File: src/rtl/assert_macros.svh
// assertion macros shared by the queue, multiplier and back-end rtl files
`ifndef ASSERT_MACROS_SVH
`define ASSERT_MACROS_SVH

// checked property with reset disable
`define PCA_ASSERT(lbl, clk, rst, prop, msg) \
   lbl: assert property (@(posedge clk) disable iff (rst) prop) else $error(msg);

// checked property that also holds during reset
`define PCA_ASSERT_ALWAYS(lbl, clk, prop, msg) \
   lbl: assert property (@(posedge clk) prop) else $error(msg);

`endif

File: src/rtl/pca_pkg.sv
// types and constants of the correlation accumulator
`default_nettype none
package pca_pkg;
   localparam int MAX_TRACES = 65536;
   localparam int COUNT_W = 17;
   localparam int MUL_A_W = 160;
   localparam int MUL_B_W = 64;
   localparam int MUL_CNT_W = $clog2(MUL_B_W);
   localparam int Q_W = 17;
   localparam int Q_ONE = 32768;

   typedef struct packed {
      logic [COUNT_W-1:0] count;
      logic [23:0]        sum_model;
      logic signed [31:0] sum_trace;
      logic [31:0]        sum_model_sq;
      logic [46:0]        sum_trace_sq;
      logic signed [40:0] sum_cross;
   } sums_type;

   typedef struct packed {
      logic               start;
      logic [MUL_A_W-1:0] a;
      logic [MUL_B_W-1:0] b;
   } mul_req_type;

   typedef struct packed {
      logic               done;
      logic [MUL_A_W-1:0] p;
   } mul_rsp_type;
endpackage
`default_nettype wire

File: src/rtl/pca_front.sv
// front end: accepts items and keeps count and running sums
`default_nettype none
module pca_front
   import pca_pkg::*;
(
   input  wire logic        clock,
   input  wire logic        reset,
   input  wire logic        req_valid,
   output logic             req_stall,
   input  wire logic [15:0] req_trace_value,
   input  wire logic [7:0]  req_model_value,
   input  wire logic        req_restart,
   input  wire logic        req_checkpoint,
   input  wire logic        queue_full,
   output logic             push,
   output sums_type         push_data
);
   sums_type sums_ff, sums_in, base;
   logic accept;
   logic signed [15:0] x;
   logic [7:0] y;
   logic signed [31:0] xx;
   logic [15:0] yy;
   logic signed [24:0] xy;

   assign req_stall = queue_full;
   assign accept = req_valid && !req_stall;
   assign x = $signed(req_trace_value);
   assign y = req_model_value;
   assign xx = x * x;
   assign yy = y * y;
   assign xy = x * $signed({1'b0, y});

   always_comb begin
      base = req_restart ? '0 : sums_ff;
      sums_in = base;
      if (base.count < COUNT_W'(MAX_TRACES)) begin
         sums_in.count = base.count + 1'b1;
         sums_in.sum_trace = base.sum_trace + 32'(x);
         sums_in.sum_model = base.sum_model + 24'(y);
         sums_in.sum_trace_sq = base.sum_trace_sq + 47'($unsigned(xx));
         sums_in.sum_model_sq = base.sum_model_sq + 32'(yy);
         sums_in.sum_cross = base.sum_cross + 41'(xy);
      end
   end

   assign push = accept && req_checkpoint;
   assign push_data = sums_in;

   always_ff @(posedge clock) begin
      if (reset) begin
         sums_ff <= '0;
      end else if (accept) begin
         sums_ff <= sums_in;
      end
   end
endmodule
`default_nettype wire

File: config.mk
export PLATFORM = sky130hd
export DESIGN_NAME = pca_front
export DESIGN_NICKNAME = d
export VERILOG_FILES = /design/src/rtl/assert_macros.svh /design/src/rtl/pca_pkg.sv /design/src/rtl/pca_front.sv
export SDC_FILE = /design/constraint.sdc
export NUM_CORES = 2
export LEC_CHECK = 0
export BUFFER_PORTS_ARGS = -buffer_cell sky130_fd_sc_hd__buf_2
export CORE_MARGIN = 2
export CORE_UTILIZATION = 50
export DETAILED_ROUTE_END_ITERATION = 12
export PLACE_DENSITY = 0.68
export SLEW_MARGIN = 20
export SYNTH_ARGS = -nofsm -noshare
export SYNTH_HDL_FRONTEND = slang
export SYNTH_SLANG_ARGS = --single-unit
export TNS_END_PERCENT = 10
File: constraint.sdc
create_clock -name clock -period 33.9 [get_ports clock]
set_input_delay 8.475 -clock clock [delete_from_list [all_inputs] [get_ports clock]]
set_output_delay 8.475 -clock clock [all_outputs]
set_load 0.01 [all_outputs]
==> metrics.cfg <==
[final_layout]
syn2layout_area_growth_pct = 7.196
regMostFlops = sums_ff
finalInstanceArea_mm2 = 0.03387
reg_top3 = sums_ff x193
drive_gt1_share_pct = 7.876
nets = 4814
largest_reg_flops = 193

[logic_synthesis]
ys_seq_elements = 193
synth_ff_type = dfxtp_1
async_flop_share_pct = 0
synth_top_cells_by_count = nand2_1, inv_1, fa_1
avgSynthCellArea_um2 = 7.871
synth_nets = 4740
synth_top_area_share_pct = 26.55
synth_edf_count = 0
synthesis.instances = 4014
synth.distinct_cells = 90
ys_seq_area_share_pct = 12.23
syn_area_mm2 = 0.03159
synth_area_leaders = fa_1, dfxtp_1, ha_1
synth_top_area_cell = fa_1
ys.warnings.count = 0
synth.most_common_cell = nand2_1

[clocking]
htree_levels = 4
clk_latency_ns = 0.52
cts_hold_buf = 0
cts_tree = yes
cts_buffers = 17
clk_pin_slew_worst_paths_ns = 0.09
clock_path_buffers = 2
ctsResizeCount = 0
post-cts-setup-buffers = 0
clockRootBuffer = clkbuf_16
clock-sinks = 193

[floorplanning]
die_w_um = 255.4
rows = 92
ios = 225
core_mm2 = 0.06274
die_area_mm2 = 0.06521
start_util_pct = 50.36
die-height_um = 255.4

[worst_setup_path]
path_class = primary input to output port
crit_slowest_cell = a2111oi_1
critPathCaptureType = output port
cp-start-kind = primary input
cpMostUsedCell = fa_1
required_ns = 25.42
slowest_delay_ns = 0.77
cp_max_fo = 20
critical_path_arrival_ns = 17.93

[timing]
grt_setup_unrepaired = false
setup_viol = 0
final.setup_skew_ns = 0.02612
drv_slew = 0
fin_crit_ns = 26.41
slew_headroom_pct = 30.24
max_freq_mhz = 37.87
max_slew.worst_pin.slew_ns = 1.038
finalHoldViolations = 0
finalSetupTns_ns = 0
min_period_over_period_pct = 77.90

[placed_design]
place_congestion = 0.8810
place_area_mm2 = 0.03320
io_buffers = 224
place.detailed.hpwl_mm = 66.43

[routing]
drt_first_pass_iters = 6
postRouteAntennaNets = 0
vias_per_cell = 5.420
dr.first_iter.drc_count = 2060
num_vias = 26820
drc = 0
routedWlPerCell_um = 17.92
wirelength_mm = 88.66

[status]
status = finished clean

[grt]
grt_pass1_wl_mm = 144.3
grt_usage_pct = 27.82
grt.overflow.total = 0
first_global_vias = 26603
grt_max_degree = 83
grt_antenna_before_repair = 3

[hold_path]
worstHoldPathType = flop to flop

[flow_run]
maxCapViolCount = 0

-- cells in the final DEF, fill, tap and decap left out, drive strengths merged, types with 15 or more instances in the layout --
master	netlist	final
a211oi	23	23
a21o	58	58
a21oi	280	280
a311oi	20	20
a31oi	26	26
and2	119	119
and3	27	27
buf	32	242
clkbuf	154	18
dfxtp	193	193
fa	419	419
ha	277	277
inv	553	565
mux2i	22	22
nand2	636	636
nand2b	20	20
nand3	58	58
nand4	15	15
nor2	329	329
nor2b	164	164
nor3	48	48
o21a	15	15
o21ai	142	142
o21bai	18	18
or3	27	27
xnor2	145	145
xor2	63	63
-- cell families (layout without fill, tap and decap cells) --
family	Yosys count	after routing	synth area share [%]
xor gates and xnor gates	208	208	5.766
DFF	193	193	12.23
AOI/OAI and AO/OA	670	670	13.25
other	0	1	0
muxes	26	26	0.8396
and+or+nand+nor	1476	1476	21.35
adders and majority gates	696	696	37.52
buffers and inverters	745	832	9.038
-- metal layers --
metal  global-route usage, %  up-vias  part of all wire, %
met2                   45.81      786                   47
met5                       0        -                0.024
li1                        -    12984                    -
met3                   4.921      143                  6.8
met4                   9.722        4                  3.4
met1                   36.80    12903                   43
-- worst max-delay path, delay by kind of cell --
family | cells | cell delay, ns
and+or+nand+nor | 6 | 1.20
buffers and inverters | 7 | 1.26
xor gates and xnor gates | 2 | 0.41
AOI/OAI and AO/OA | 9 | 3.03
adders and majority gates | 8 | 3.53
-- final cells by class --
cell class                 instances  area [µm²]
clock buffer                      17       425.4
multi-input combinational       3076       24910
antenna                            1       2.502
timing repair buffer             243        1279
inverter                         557        2091
fill                            6025       28870
tap                              846        1059
clock inverter                    15       237.7
sequential                       193        3864
-- final timing paths --
path | endpoint | startpoint | slack (ns) | cells after the start
worst max-delay path | push_data[86] | req_trace_value[2] | 7.49 | 32
worst min-delay path | sums_ff[159] | sums_ff[159] | 0.47 | 2
worst max register to register | sums_ff[115] | sums_ff[91] | 28.60 | 22
worst min register to register | sums_ff[159] | sums_ff[159] | 0.47 | 2
-- per-stage QoR --
step | worst slack (ns) | util (%) | hold slack [ns] | instances
final | 7.493 | 53.98 | 0.4707 | 4948
after CTS | 7.623 | 53.98 | 0.4716 | 4947
after global placement | 7.748 | 52.92 | 0.4529 | 4915
after global routing | 6.930 | 53.98 | 0.5008 | 4948
after floorplan | 9.050 | - | 0.4398 | 4014
after detailed placement | 7.646 | 52.92 | 0.4594 | 4915
Power is left out: the tool's default activity adds up to more than one toggle a clock period on the data nets, which glitch-free logic cannot reach.
