<file path="src/rtl/assert_macros.svh">
// assertion macros shared by the queue, multiplier and back-end rtl files
`ifndef ASSERT_MACROS_SVH
`define ASSERT_MACROS_SVH

// checked property with reset disable
`define PCA_ASSERT(lbl, clk, rst, prop, msg) \
   lbl: assert property (@(posedge clk) disable iff (rst) prop) else $error(msg);

// checked property that also holds during reset
`define PCA_ASSERT_ALWAYS(lbl, clk, prop, msg) \
   lbl: assert property (@(posedge clk) prop) else $error(msg);

`endif

</file>
<file path="src/rtl/pca_pkg.sv">
// types and constants of the correlation accumulator
`default_nettype none
package pca_pkg;
   localparam int MAX_TRACES = 65536;
   localparam int COUNT_W = 17;
   localparam int MUL_A_W = 160;
   localparam int MUL_B_W = 64;
   localparam int MUL_CNT_W = $clog2(MUL_B_W);
   localparam int Q_W = 17;
   localparam int Q_ONE = 32768;

   typedef struct packed {
      logic [COUNT_W-1:0] count;
      logic [23:0]        sum_model;
      logic signed [31:0] sum_trace;
      logic [31:0]        sum_model_sq;
      logic [46:0]        sum_trace_sq;
      logic signed [40:0] sum_cross;
   } sums_type;

   typedef struct packed {
      logic               start;
      logic [MUL_A_W-1:0] a;
      logic [MUL_B_W-1:0] b;
   } mul_req_type;

   typedef struct packed {
      logic               done;
      logic [MUL_A_W-1:0] p;
   } mul_rsp_type;
endpackage
`default_nettype wire

</file>
<file path="src/rtl/pca_mul.sv">
// shift-and-add multiplier, one multiplier bit per cycle
`default_nettype none
module pca_mul
   import pca_pkg::*;
(
   input  wire logic        clock,
   input  wire logic        reset,
   input  wire mul_req_type req,
   output mul_rsp_type      rsp
);
   `include "assert_macros.svh"

   logic [MUL_A_W-1:0] a_ff, acc_ff;
   logic [MUL_B_W-1:0] b_ff;
   logic [MUL_CNT_W-1:0] cnt_ff;
   logic busy_ff, done_ff;

   assign rsp.done = done_ff;
   assign rsp.p = acc_ff;

   always_ff @(posedge clock) begin
      if (reset) begin
         busy_ff <= 1'b0;
         done_ff <= 1'b0;
         cnt_ff <= '0;
      end else begin
         done_ff <= 1'b0;
         if (req.start) begin
            busy_ff <= 1'b1;
            cnt_ff <= '0;
         end else if (busy_ff) begin
            cnt_ff <= cnt_ff + 1'b1;
            if (cnt_ff == MUL_CNT_W'(MUL_B_W - 1)) begin
               busy_ff <= 1'b0;
               done_ff <= 1'b1;
            end
         end
      end
   end

   always_ff @(posedge clock) begin
      if (req.start) begin
         a_ff <= req.a;
         b_ff <= req.b;
         acc_ff <= '0;
      end else if (busy_ff) begin
         if (b_ff[0]) acc_ff <= acc_ff + a_ff;
         a_ff <= a_ff << 1;
         b_ff <= b_ff >> 1;
      end
   end

   `PCA_ASSERT(a_start_idle, clock, reset, req.start |-> !busy_ff, "multiply started while busy")
endmodule
`default_nettype wire

</file>
<file path="config.mk">
export PLATFORM = sky130hd
export DESIGN_NAME = pca_mul
export DESIGN_NICKNAME = d
export VERILOG_FILES = /design/src/rtl/pca_pkg.sv /design/src/rtl/pca_mul.sv
export VERILOG_INCLUDE_DIRS = /design/src /design/src/rtl
export SDC_FILE = /design/constraint.sdc
export NUM_CORES = 1
export LEC_CHECK = 0
export BUFFER_PORTS_ARGS = -buffer_cell sky130_fd_sc_hd__buf_2
export CAP_MARGIN = 20
export CORE_MARGIN = 4
export CORE_UTILIZATION = 50
export DETAILED_ROUTE_END_ITERATION = 16
export HOLD_SLACK_MARGIN = 0.05
export PLACE_DENSITY = 0.72
export SLEW_MARGIN = 20
export SYNTH_ARGS = -nofsm -noshare
export SYNTH_HDL_FRONTEND = slang
export SYNTH_SLANG_ARGS = --single-unit
</file>
<file path="constraint.sdc">
create_clock -name clock -period 11 [get_ports clock]
set_clock_uncertainty 0.2 [all_clocks]
set_input_delay 1.1 -clock clock [delete_from_list [all_inputs] [get_ports clock]]
set_output_delay 1.1 -clock clock [all_outputs]
set_load 0.02 [all_outputs]
</file>
==> impl_metrics.toml <==
[clock_tree]
cts_tree = "done"
ctsHoldBuffers = 0
cts_resized = 0
cts-root-buf = "clkbuf_16"
post_cts_buffers = 0
clock-sinks = 392
cts_buffers = 44
cts_buffer_depth = 3
path_clk_slew_ps = 70
htreeDepth = 2
insertion_delay_ps = 590

[global_route]
overflow = 0
grtUsageMet3_pct = 6.110
met2_usage_pct = 48.44
grt_pass1_wl_mm = 124.3
antenna_found_initial = 10
grt_busiest_layer = "met2"
grt_start_max_net_pins = 176
grt_pass1_vias = 22630
use_met1_pct = 35.62
grt_use_total_pct = 28.73

[min_path]
hp-class = "flip-flop to flip-flop"

[routing]
wl_per_cell_um = 21.39
via_count = 22710
ant_nets = 0
drc = 0
drt-pass1-iter-count = 6
vias_per_cell = 5.973
initialDrtViolationCount = 1681
wl_mm = 81.36

[placement]
gp_congestion = 0.9785
port_buffers = 387
dpl_cell_area_mm2 = 0.02790
dp.final_hpwl_mm = 62.76
placed_cells = 3719

[critical_path]
crit_path_cell_trace = "ha_1 -> fa_1 -> a211oi_1 -> o21bai_1 -> a211oi_2 -> o32ai_1 -> o2111ai_1 -> nand3_1 -> a211oi_1 -> nor2_1 -> a41oi_1 -> o31ai_1 -> xnor2_1 -> o21ai_0"
cp-start-kind = "flip-flop"
crit_family = "compound AO/OA/AOI/OAI gates"
path_max_fanout = 6
end_kind = "flip-flop"
required_ps = 11250
cpPeakStageDelay_ps = 450
path_buf_inv = 0
cp_slowest_cell = "a211oi_1"
crit_top_cell = "a211oi_1"
cp_data_arrival_time_ps = 4930
worst-setup-path-type = "flip-flop to flip-flop"

[sta]
drv_slew = 0
whs_ps = 268.2
setup_violations = 0
tns_ps = 0
fmax_ghz = 0.2136
layout_worst_path_cycle_share_pct = 42.56
max-slew-margin-rel_pct = 16.21
post-route-min-period_ps = 4682
rsz0062_at_grt = "no"
worstMarginPinSlew_ps = 1257
hold_viol_final = 0

[power]
p_per_area_mw_per_mm2 = 155.8
p_leak_nw = 12.24
irDropWorstVdd_v = 0.0001291
power.total_mw = 4.570

[cells_and_area]
regArea_mm2 = 0.01009
nets = 3481
multi_input_area_mm2 = 0.01474
area_delta_synth_final_pct = 14.81
drive_gt1_share_pct = 22.88
fin_cells = 3803
stdcell_area_mm2 = 0.02933
fill_cells = 4550

[synth]
synth-edff-count = 224
synth_area_per_cell_um2 = 9.156
synth_area_leader_cell = "edfxtp_1"
yosys_warnings = 0
synth_async_sr_flop_share_pct = 0
synth.area.top_cells = "edfxtp_1 26%, dfxtp_1 13%, mux2_2 9.8%, ha_1 7.8%, a21oi_1 6.7%"
postSynthCellCount = 2790
synth.top_cell.area_share_pct = 26.33
ys_types = 82
ys_ff_latch = 392
synth_most_common_cell = "nand2_1"
ys.flop_type = "edfxtp_1"
synthTopCellsByCount = "408 x nand2_1, 342 x a21oi_1, 224 x edfxtp_1"
syn_nets = 3178
synthesis.area_mm2 = 0.02555
ys_seq_area_share_pct = 39.50

[run]
drv_cap = 0

[outcome]
status = "finished clean"

[floorplan]
start_util_pct = 50.71
die_x_um = 234.0
ios = 388
design.die.area_mm2 = 0.05477
die_y_um = 234.0
core_mm2 = 0.05038
rows = 82
-- sequential cells by signal, summed over array words and instances (netlist names) --
signal   count
a_ff       160
acc_ff     160
b_ff        64
cnt_ff       6
busy_ff      1
done_ff      1
-- metal layers --
metal | part of all wire (%) | routed length (um)
met1 | 41 | 33110
met2 | 47 | 38420
met3 | 7.4 | 6030
met4 | 4.6 | 3718
met5 | 0.10 | 85
-- path summary, 6_finish.rpt --
path	startpoint	depth (start not counted)	slack, ps	to
max	a_ff[0]$_SDFFCE_PN0P_	14	6320	acc_ff[158]$_SDFFE_PP0P_
min	acc_ff[128]$_SDFFE_PP0P_	2	270	acc_ff[128]$_SDFFE_PP0P_
max reg2reg	a_ff[0]$_SDFFCE_PN0P_	14	6320	acc_ff[158]$_SDFFE_PP0P_
min reg2reg	acc_ff[128]$_SDFFE_PP0P_	2	270	acc_ff[128]$_SDFFE_PP0P_
-- power by group --
| part | internal (mW) | leakage, nW | switching (mW) |
|---|---|---|---|
| logic | 0.478 | 7.94 | 0.791 |
| clock network | 0.843 | 0.678 | 0.636 |
| registers | 1.72 | 3.62 | 0.106 |
| total | 3.04 | 12.2 | 1.53 |
-- cells in the final DEF, fill, tap and decap left out, drive strengths merged, types with 6 or more instances in the layout --
cell type,instances
a211oi,18
a21boi,12
a21o,85
a21oi,343
a221oi,8
a22o,6
a31oi,19
and2,8
and3,9
buf,395
clkbuf,61
clkinv,11
dfxtp,168
edfxtp,224
ha,160
inv,55
mux2,222
nand2,408
nand2b,20
nand3,30
nand4,78
nor2,161
nor2b,15
nor3,37
nor3b,7
nor4,13
o211ai,17
o21a,15
o21ai,208
o21bai,50
o221ai,6
o31ai,18
or2,9
or3,10
xnor2,97
xor2,58
-- layout make-up --
cell class,count,share of cell area [%]
clock buffers,61,4.108
clock inverters,21,0.7381
diodes,2,0.01706
flip-flops and latches,392,34.40
multi-input cells,2207,50.26
well taps,672,2.867
repair buffers,395,6.928
inverters,53,0.6783
-- worst register-to-register path, delay by kind of cell (launching register included) --
kind / cells / cell delay, ps
AO/OA/AOI/OAI: 9 / 2500
AND/OR/NAND/NOR: 2 / 660
adder cells (fa/ha/maj): 2 / 650
flip-flops: 1 / 380
XOR/XNOR: 1 / 140
-- per-stage QoR --
step	util, %	setup WS [ps]
after detailed placement	55.39	6380
after global routing	58.21	5995
final	58.22	6318
after global placement	55.39	6527
after CTS	58.21	6368
after floorplan	-	5624
-- kinds of logic (layout without fill, tap and decap cells) --
family | Yosys count | after routing | synth area share (%)
adders and majority gates | 161 | 161 | 7.915
AOI/OAI and AO/OA | 847 | 847 | 20.07
DFF | 392 | 392 | 39.50
buffers and inverters | 191 | 530 | 2.890
muxes | 225 | 225 | 9.904
other | 0 | 2 | 0
xor gates and xnor gates | 155 | 155 | 5.314
and+or+nand+nor | 819 | 819 | 14.41
(Power assumes the default switching activity.)
