--- src/rtl/assert_macros.svh ---
// assertion macros shared by the queue, multiplier and back-end rtl files
`ifndef ASSERT_MACROS_SVH
`define ASSERT_MACROS_SVH

// checked property with reset disable
`define PCA_ASSERT(lbl, clk, rst, prop, msg) \
   lbl: assert property (@(posedge clk) disable iff (rst) prop) else $error(msg);

// checked property that also holds during reset
`define PCA_ASSERT_ALWAYS(lbl, clk, prop, msg) \
   lbl: assert property (@(posedge clk) prop) else $error(msg);

`endif

--- src/rtl/pca_pkg.sv ---
// types and constants of the correlation accumulator
`default_nettype none
package pca_pkg;
   localparam int MAX_TRACES = 65536;
   localparam int COUNT_W = 17;
   localparam int MUL_A_W = 160;
   localparam int MUL_B_W = 64;
   localparam int MUL_CNT_W = $clog2(MUL_B_W);
   localparam int Q_W = 17;
   localparam int Q_ONE = 32768;

   typedef struct packed {
      logic [COUNT_W-1:0] count;
      logic [23:0]        sum_model;
      logic signed [31:0] sum_trace;
      logic [31:0]        sum_model_sq;
      logic [46:0]        sum_trace_sq;
      logic signed [40:0] sum_cross;
   } sums_type;

   typedef struct packed {
      logic               start;
      logic [MUL_A_W-1:0] a;
      logic [MUL_B_W-1:0] b;
   } mul_req_type;

   typedef struct packed {
      logic               done;
      logic [MUL_A_W-1:0] p;
   } mul_rsp_type;
endpackage
`default_nettype wire

--- src/rtl/pca_queue.sv ---
// two-entry queue of checkpoint snapshots
`default_nettype none
module pca_queue
   import pca_pkg::*;
(
   input  wire logic     clock,
   input  wire logic     reset,
   input  wire logic     push,
   input  wire sums_type push_data,
   input  wire logic     pop,
   output sums_type      head,
   output logic          full,
   output logic          empty
);
   `include "assert_macros.svh"

   sums_type mem [2];
   logic wr_ptr_ff, rd_ptr_ff;
   logic [1:0] level_ff;

   assign full = (level_ff == 2'd2);
   assign empty = (level_ff == 2'd0);
   assign head = mem[rd_ptr_ff];

   always_ff @(posedge clock) begin
      if (push) begin
         mem[wr_ptr_ff] <= push_data;
      end
   end

   always_ff @(posedge clock) begin
      if (reset) begin
         wr_ptr_ff <= 1'b0;
         rd_ptr_ff <= 1'b0;
         level_ff <= 2'd0;
      end else begin
         if (push) wr_ptr_ff <= !wr_ptr_ff;
         if (pop) rd_ptr_ff <= !rd_ptr_ff;
         level_ff <= level_ff + 2'(push) - 2'(pop);
      end
   end

   `PCA_ASSERT(a_no_overflow, clock, reset, full |-> !push, "push into full queue")
   `PCA_ASSERT(a_no_underflow, clock, reset, empty |-> !pop, "pop from empty queue")
endmodule
`default_nettype wire

--- config.mk ---
export PLATFORM = sky130hd
export DESIGN_NAME = pca_queue
export DESIGN_NICKNAME = d
export VERILOG_FILES = /design/src/rtl/pca_pkg.sv /design/src/rtl/pca_queue.sv
export VERILOG_INCLUDE_DIRS = /design/src /design/src/rtl
export SDC_FILE = /design/constraint.sdc
export NUM_CORES = 1
export LEC_CHECK = 0
export BUFFER_PORTS_ARGS = -buffer_cell sky130_fd_sc_hd__buf_2
export CORE_MARGIN = 10
export CORE_UTILIZATION = 52
export DETAILED_ROUTE_END_ITERATION = 12
export MAX_ROUTING_LAYER = met4
export PLACE_DENSITY = 0.83
export SYNTH_ARGS = -nofsm -noshare
export SYNTH_HDL_FRONTEND = slang
export SYNTH_SLANG_ARGS = --single-unit
--- constraint.sdc ---
create_clock -name clock -period 14.9 [get_ports clock]
set_input_delay 2.235 -clock clock [delete_from_list [all_inputs] [get_ports clock]]
set_output_delay 2.235 -clock clock [all_outputs]
set_load 0.02 [all_outputs]
==> impl_metrics.tcl, run 1 <==
set metrics [dict create \
    yosysSeqAreaShare_pct 82.5 \
    ant_nets 0 \
    ir_worst_vdd_mv 0.125 \
    cp_data_required_time_ps 12660 \
    rr_startpoint "wr_ptr_ff" \
    cp_max_fo 77 \
    crit_slowest_cell "buf_4" \
    grt_max_degree 79 \
    synth.avg_cell_area_um2 22.8 \
    crit_end "head[44]" \
    cts_setup_buffers 0 \
    max_slew.worst_pin.slew_ps 1050 \
    insertion_delay_ps 500 \
    max_cap_viol_count 0 \
    num_io_pins 392 \
    synth.top_cells.by_area "edfxtp_1 82%, mux2_2 15%, dfxtp_1 0.71%" \
    path_depth 3 \
    netlist_area_um2 14200 \
    drive_above_1_share_pct 60.3 \
    drc 0 \
    path_buf_inv 2 \
    share_comb_of_total_power_pct 12.0 \
    final_nets 1238 \
    path_clk_slew_ps 60 \
    start_util_pct 52.7 \
    swShare_pct 22.6 \
    yosysMostFrequentCell "edfxtp_1" \
    path_cells "buf_4 -> mux2_2 -> buf_2" \
    async_flop_share_pct 0 \
    gp_congestion 0.789 \
    cts_sinks 391 \
    cts_made_buffers 39 \
    rows 60 \
    worst_slew_margin_rel_pct 29.9 \
    fillCellCount 1840 \
    p_sw_uw 578 \
    chipWidth_um 185 \
    synthTopCellsByCount "386 x edfxtp_1, 193 x mux2_2, 11 x buf_4" \
    dieArea_um2 34200 \
    io_buffers 391 \
    powerDensity_nw_per_um2 144 \
    grt_pass1_wl_mm 45.5 \
    r2r_slack_ps 12450 \
    drt_iter0_drc 405 \
    grt_util_all_layers_pct 17.9 \
    clockBufferDepth 3 \
    synth_top_area_share_pct 81.8 \
    arrival_ps 2910 \
    grt_pass1_vias 8140 \
    cts_tree "built" \
    dieHeight_um 185 \
    setup_viol 0 \
    slew_violations 0 \
    h-tree-depth 2 \
    core-area_um2 26900 \
    end_kind "output pin" \
    antenna_found_initial 15 \
    yosysWarnings 0 \
    hold_violations 0 \
    rsz0062_at_grt "no" \
    grt-ovfl-total 0 \
    fin_crit_ps 5140 \
    cts-root-buf "clkbuf_16" \
    wl_mm 31.2 \
    synth-edff-count 386 \
    finalCritPeriodShare_pct 34.5 \
    vias 7278 \
    fmax_ghz 0.194 \
    syn2layout_area_growth_pct 25.0 \
    critPathTopFamily "buffers and inverters" \
    critPathKind "flip-flop to output pin" \
    via_per_inst 5.13 \
    postSynthCellCount 621 \
    ys.flop_type "edfxtp_1" \
    power.internal_uw 1980 \
    dr.pass1.iters 5 \
    cp-start-kind "flip-flop" \
    total_power_uw 2550 \
    synth_top_area_cell "edfxtp_1" \
    dp_worst_setup_slack_ps 10280 \
    hpwl_mm 22.0 \
    finalSetupTns_ps 0 \
    finClkSkew_ps 10.6 \
    setup_ws_ps 9760 \
    reg2regPathDepth 2 \
    ctsHoldBuffers 0 \
    ys_seq_elements 391 \
    status "finished, final reports clean" \
    power_frac_seq_pct 51.2 \
    synth.distinct_cells 13 \
    wl_per_cell_um 22.0 \
    p_clk_share_pct 36.8 \
    critPathMaxStageDelay_ps 820 \
    cts_resized 0 \
    r2r_end "mem[1][36]" \
    syn-num-nets 820 \
    hold_path_class "flip-flop to flip-flop" \
    hold_ws_ps 525 \
    power.leakage_uw 0.00662 \
]
[area by class of cell]
type | instances | area (um^2) | share of cell area (%)
inverters | 2 | 7.51 | 0.0424
flip-flops and latches | 391 | 11700 | 66.1
multi-input cells | 207 | 2290 | 13.0
clock inverters | 13 | 163 | 0.919
repair buffers | 398 | 2010 | 11.4
clock buffers | 52 | 1070 | 6.03
well taps | 341 | 427 | 2.41
diodes | 15 | 37.5 | 0.212
[placed cells by master (no fill, tap or decap), types with 2 or more instances in the layout]
master	n
buf_2	391
edfxtp_1	386
mux2_2	193
clkbuf_16	41
diode_2	15
clkbuf_1	11
clkinv_1	7
buf_4	7
nor2_1	5
bufinv_16	4
dfxtp_1	4
inv_1	2
nor2b_1	2
xnor2_1	2
ha_1	2
[kinds of logic after synthesis]
| kind of cell | after synthesis | share of synthesized area, % |
|---|---|---|
| flops | 391 | 82.5 |
| mux | 193 | 15.3 |
| buf+inv | 23 | 1.34 |
| simple gates | 9 | 0.309 |
| xor+xnor | 3 | 0.283 |
| fa+ha+maj | 2 | 0.177 |
[power by group through the flow]
stage / clock, uW / sequential (uW) / combinational [uW]
final: 940 / 1310 / 307
after global placement: 0 / 1330 / 305
after global routing: 1010 / 1310 / 328
after CTS: 962 / 1310 / 312
after detailed placement: 0 / 1330 / 311
after floorplan: 0 / 1340 / 201
[how the worst min path moves through the flow]
| stage | start | endpoint | slack (ps) | cells after the start |
|---|---|---|---|---|
| 4_1_cts | rd_ptr_ff | rd_ptr_ff | 540 | 2 |
| 5_1_grt | rd_ptr_ff | rd_ptr_ff | 580 | 2 |
| 2_1_floorplan | rd_ptr_ff | flip-flop | 480 | 2 |
| 6_report | rd_ptr_ff | rd_ptr_ff | 530 | 2 |
| 3_3_place_gp | rd_ptr_ff | rd_ptr_ff | 490 | 2 |
| 3_5_place_dp | rd_ptr_ff | rd_ptr_ff | 530 | 2 |
[routing by layer]
metal | GRT usage [%] | wire, um | vias to the layer above
li1 | - | - | 3344
met1 | 18.8 | 11200 | 3586
met2 | 30.9 | 16500 | 289
met3 | 6.25 | 2690 | 59
met4 | 6.21 | 801 | 0
met5 | - | 0 | -
[state kept, by name, summed over array words and instances (netlist names), named ones only]
signal,flops
level_ff,2
wr_ptr_ff,1
rd_ptr_ff,1
mem,386
[stage by stage]
step / utilization, % / instance area [um^2] / cells
floorplan: - / 14200 / 621
global placement: 61.1 / 16400 / 1339
detailed placement: 61.1 / 16400 / 1339
CTS: 65.7 / 17700 / 1404
global route: 65.8 / 17700 / 1418
finish: 65.9 / 17700 / 1419
[worst register-to-register path, stage by stage, from the launching register on]
cell and delay (ps):
dfxtp_1 410, and2_4 680, buf_4 930
Note: power is estimated with default switching activity, not from simulation.
==> inputs of run 2 (changes only) <==
- ABC_AREA: unset -> 1
- clock period: 14.9 -> 4.9 ns (I/O delays scaled with it)
==> run 2 against run 1 <==
  * Cell count is 0.35% higher
  * Cell area hardly changed
  * Die area is 0.26% higher
  * Non-clock buffer count stayed put
  * Largest power group unchanged
==> impl_metrics.tcl, run 2 <==
set metrics [dict create \
    cts_tree "built" \
    cp_data_required_time_ps 4160 \
    rsz0062_at_grt "no" \
    arrival_ps 2590 \
    via_per_inst 5.13 \
    power.leakage_uw 0.00664 \
    ir_worst_vdd_mv 0.354 \
    p_clk_share_pct 36.7 \
    chipWidth_um 185 \
    synth-edff-count 386 \
    core-area_um2 27000 \
    max_slew.worst_pin.slew_ps 1080 \
    power_frac_seq_pct 51.8 \
    mostFrequentLayoutCells "391 x buf_2, 386 x edfxtp_1, 193 x mux2_2" \
    slew_violations 0 \
    cts_setup_buffers 0 \
    critPathKind "flip-flop to output pin" \
    synth.top_cells.by_area "edfxtp_1 82%, mux2_2 15%, buf_6 1.3%" \
    critPathMaxStageDelay_ps 810 \
    fin_crit_ps 3320 \
    synth_top_area_cell "edfxtp_1" \
    dieHeight_um 185 \
    h-tree-depth 2 \
    fmax_ghz 0.301 \
    cts_resized 0 \
    syn-num-nets 830 \
    setup_viol 0 \
    reg_top3 "mem: 386 flops, level_ff: 2 flops" \
    path_clk_slew_ps 60 \
    total_power_uw 7600 \
    grt_pass1_wl_mm 45.2 \
    path_buf_inv 2 \
    dr.pass1.iters 5 \
    postSynthCellCount 631 \
    antenna_found_initial 6 \
    ant_nets 0 \
    gp_congestion 0.773 \
    worst_slew_margin_rel_pct 27.7 \
    cts_sinks 391 \
    drc 0 \
    power.internal_uw 5880 \
    ys.flop_type "edfxtp_1" \
    largest_reg_flops 386 \
    final_nets 1248 \
    grt_max_degree 103 \
    rows 60 \
    async_flop_share_pct 0 \
    start_util_pct 52.7 \
    vias 7302 \
    wl_mm 31.1 \
    critPathTopFamily "flip-flops" \
    synth_top_area_share_pct 81.6 \
    powerDensity_nw_per_um2 429 \
    netlist_area_um2 14200 \
    insertion_delay_ps 500 \
    ctsHoldBuffers 0 \
    utilization_pct 65.7 \
    status "finished, final reports clean" \
    drive_above_1_share_pct 59.8 \
    p_sw_uw 1720 \
    final_common_cell "buf_2" \
    yosysMostFrequentCell "edfxtp_1" \
    grt_pass1_vias 8024 \
    path_cells "buf_4 -> mux2_2 -> buf_2" \
    clockBufferDepth 3 \
    wl_per_cell_um 21.8 \
    cts_made_buffers 39 \
    grt_util_all_layers_pct 17.8 \
    dieArea_um2 34300 \
    hpwl_mm 21.4 \
    finalCritPeriodShare_pct 67.8 \
    top_register "mem" \
    cp_max_fo 52 \
    synth.avg_cell_area_um2 22.5 \
    io_buffers 391 \
    hold_violations 0 \
    finClkSkew_ps 7.10 \
    end_kind "output pin" \
    finalSetupTns_ps 0 \
    drt_iter0_drc 354 \
    swShare_pct 22.6 \
    cts-root-buf "clkbuf_16" \
    hold_path_class "input port to flip-flop" \
    yosysSeqAreaShare_pct 82.3 \
    num_io_pins 392 \
    grt-ovfl-total 0 \
    ys_seq_elements 391 \
    synth.distinct_cells 14 \
    crit_slowest_cell "dfxtp_4" \
    syn2layout_area_growth_pct 24.7 \
    max_cap_viol_count 0 \
    synthTopCellsByCount "386 x edfxtp_1, 193 x mux2_2, 17 x buf_6" \
    cp-start-kind "flip-flop" \
    share_comb_of_total_power_pct 11.5 \
    yosysWarnings 0 \
]
run 2: cell count changes after synthesis:
cell     before  now
nor3_1        0    1
nor2b_1       3    0
nor2_1        5    8
buf_6         8   17
nand2_1       0    4
inv_1         2    8
a21oi_1       0    1
nand3_1       0    1
xnor3_1       1    0
xnor2_1       2    1
and2_1        1    0
buf_4        11    2
run 2: area by class of cell:
| type | instances | area, um^2 |
|---|---|---|
| Sequential cell | 391 | 11700 |
| Fill cell | 1809 | 9240 |
| Multi-Input combinational cell | 211 | 2270 |
| Timing Repair Buffer | 398 | 2060 |
| Clock buffer | 53 | 1090 |
| Tap cell | 341 | 427 |
| Clock inverter | 15 | 114 |
| Inverter | 8 | 33.8 |
| Antenna cell | 7 | 17.5 |
run 2: cells by family after synthesis:
kind of cell / after synthesis / share of synthesized area [%]
AO/OA/AOI/OAI: 1 / 0.0352
XOR/XNOR: 1 / 0.0617
adder cells (fa/ha/maj): 2 / 0.176
buffers and inverters: 29 / 1.74
flip-flops: 391 / 82.3
multiplexers: 193 / 15.3
AND/OR/NAND/NOR: 14 / 0.387
run 2: worst register-to-register path, delay by kind of cell, from the launching register on:
kind	cells	cell delay (ps)
buffers and inverters	2	1430
and+or+nand+nor	1	120
DFF	1	340
run 2: final timing paths:
kind	slack, ps	cells past startpoint	from	to
max	1580	3	flip-flop	head[87]
min	410	1	push_data[64]	mem[0][64]
max reg2reg	2490	3	wr_ptr_ff	mem[1][83]
min reg2reg	520	2	rd_ptr_ff	rd_ptr_ff
run 2: metal layers:
layer,global-route usage [%],vias to the layer above,share of wire [%]
li1,-,3348,-
met1,19.9,3580,38
met2,29.9,316,51
met3,5.45,58,9.0
met4,5.62,0,2.5
met5,-,-,0
run 2: through the flow:
stage               setup WS [ps]  std cells  hold WS (ps)  instance area (um^2)
global route                 1450       1423           388                 17700
global placement             2070       1349           494                 16500
floorplan                     805        631           480                 14200
CTS                          1540       1417           389                 17700
finish                       1580       1424           411                 17700
detailed placement           2040       1349           513                 16500
run 2: power groups by stage:
stage	combinational, uW	clock [uW]	sequential (uW)
floorplan	576	0	3990
global placement	859	0	4000
detailed placement	881	0	4010
CTS	886	2850	3940
global route	933	2990	3950
finish	873	2790	3940
==> inputs of run 3 (changes only) <==
- clock period: 4.9 -> 3.2 ns (I/O delays scaled with it)
==> run 3 against run 2 <==
  * Clock power rose by 55%
  * Wire length rose by 1.4%
  * First-iteration DRC count up 9.3%
  * Clock skew grew 3.3 ps
  * Sequential share of layout area is 0.76 points lower
  * Flip-flop and latch count unchanged
  * Core utilization up 0.77 points
  * Cell area rose by 1.2%
  * Via count up 1.9%
  * Sequential power rose by 53%
  * Power up 54%
==> impl_metrics.tcl, run 3 (synthesis gave the netlist of run 2 again) <==
set metrics [dict create \
    design_area_um2 17900 \
    grt_pass1_vias 8175 \
    power.internal_uw 9080 \
    cts_tree "built" \
    h-tree-depth 2 \
    multi_input_area_um2 2290 \
    mostFrequentLayoutCells "391 x buf_2, 386 x edfxtp_1, 193 x mux2_2" \
    cts_made_buffers 39 \
    place_inst 1363 \
    cp-start-kind "flip-flop" \
    cts-root-buf "clkbuf_16" \
    core-area_um2 27000 \
    chipWidth_um 185 \
    finalCritPeriodShare_pct 84.1 \
    syn2layout_area_growth_pct 26.1 \
    drc 0 \
    end_kind "output pin" \
    swShare_pct 22.7 \
    finalSetupTns_ps 0 \
    dpl_cell_area_um2 16700 \
    grt_pass1_wl_mm 46.1 \
    finClkSkew_ps 10.4 \
    cp_max_fo 38 \
    gp_congestion 0.837 \
    largest_reg_flops 386 \
    dieArea_um2 34300 \
    final_nets 1262 \
    cts_setup_buffers 0 \
    powerDensity_nw_per_um2 655 \
    ant_nets 0 \
    utilization_pct 66.5 \
    wl_per_cell_um 22.0 \
    grt_max_degree 64 \
    fin_cells 1436 \
    wl_mm 31.5 \
    grt_util_all_layers_pct 18.2 \
    dieHeight_um 185 \
    grt-ovfl-total 0 \
    rsz0062_at_grt "no" \
    max_slew.worst_pin.slew_ps 717 \
    r2r_slack_ps 1360 \
    worst_slew_margin_rel_pct 52.1 \
    hold_violations 0 \
    p_sw_uw 2660 \
    hold_path_class "input port to flip-flop" \
    crit_slowest_cell "dfxtp_4" \
    hold_ws_ps 158 \
    critPathKind "flip-flop to output pin" \
    antenna_found_initial 4 \
    io_buffers 391 \
    ir_worst_vdd_mv 0.551 \
    slew_violations 0 \
    reg_top3 "mem: 386 flops, level_ff: 2 flops" \
    seq_area_um2 11700 \
    drive_above_1_share_pct 60.9 \
    ctsHoldBuffers 0 \
    max_cap_viol_count 0 \
    path_clk_slew_ps 60 \
    drt_iter0_drc 387 \
    cts_sinks 391 \
    via_per_inst 5.18 \
    vias 7438 \
    arrival_ps 2210 \
    hpwl_mm 22.7 \
    final_common_cell "buf_2" \
    status "finished, final reports clean" \
    cts_resized 0 \
    power.leakage_uw 0.00674 \
    cp_data_required_time_ps 2720 \
    fin_crit_ps 2690 \
    setup_viol 0 \
    fillCellCount 1769 \
    critPathMaxStageDelay_ps 700 \
    start_util_pct 52.7 \
    insertion_delay_ps 510 \
    fmax_ghz 0.372 \
    path_cells "buf_4 -> mux2_2 -> buf_2" \
    power_frac_seq_pct 51.3 \
    rows 60 \
    dr.pass1.iters 4 \
    p_clk_share_pct 36.9 \
    num_io_pins 392 \
    top_register "mem" \
    clockBufferDepth 3 \
    share_comb_of_total_power_pct 11.8 \
]
-- run 3: per-stage QoR --
step           total power (uW)  setup slack (ps)
6_report                  11700               509
5_1_grt                   12200               405
4_1_cts                   11900               466
3_5_place_dp               7530              1020
3_3_place_gp               7490              1040
2_1_floorplan              6990              -592
-- run 3: power by group through the flow --
stage	Sequential (uW)	Clock (uW)	Combinational (uW)
finish	6020	4330	1390
global route	6040	4630	1480
CTS	6020	4420	1410
detailed placement	6130	0	1400
global placement	6110	0	1370
floorplan	6110	0	884
-- run 3: final cells by class --
cell class | instances | share of cell area, %
multi-input cells | 211 | 12.8
well taps | 341 | 2.38
repair buffers | 412 | 12.4
clock buffers | 49 | 5.89
inverters | 8 | 0.258
flip-flops and latches | 391 | 65.3
clock inverters | 20 | 0.999
diodes | 4 | 0.0559
-- run 3: per-layer routing --
metal / up-vias / track usage [%] / wire length [um]
li1: 3381 / - / -
met5: - / - / 0
met4: 0 / 5.82 / 710
met2: 344 / 31.8 / 16500
met1: 3657 / 19.1 / 11100
met3: 56 / 5.82 / 3160
-- run 3: worst paths after layout --
check | cells after the start | startpoint | end
max | 3 | flip-flop | head[12]
min reg2reg | 2 | rd_ptr_ff | rd_ptr_ff
min | 1 | push_data[27] | mem[1][27]
max reg2reg | 3 | wr_ptr_ff | mem[1][122]
-- run 3: worst max-delay path: cells and delay by family, from the launching register on --
kind | cells | cell delay, ps
flops | 1 | 700
buf+inv | 2 | 580
mux | 1 | 390
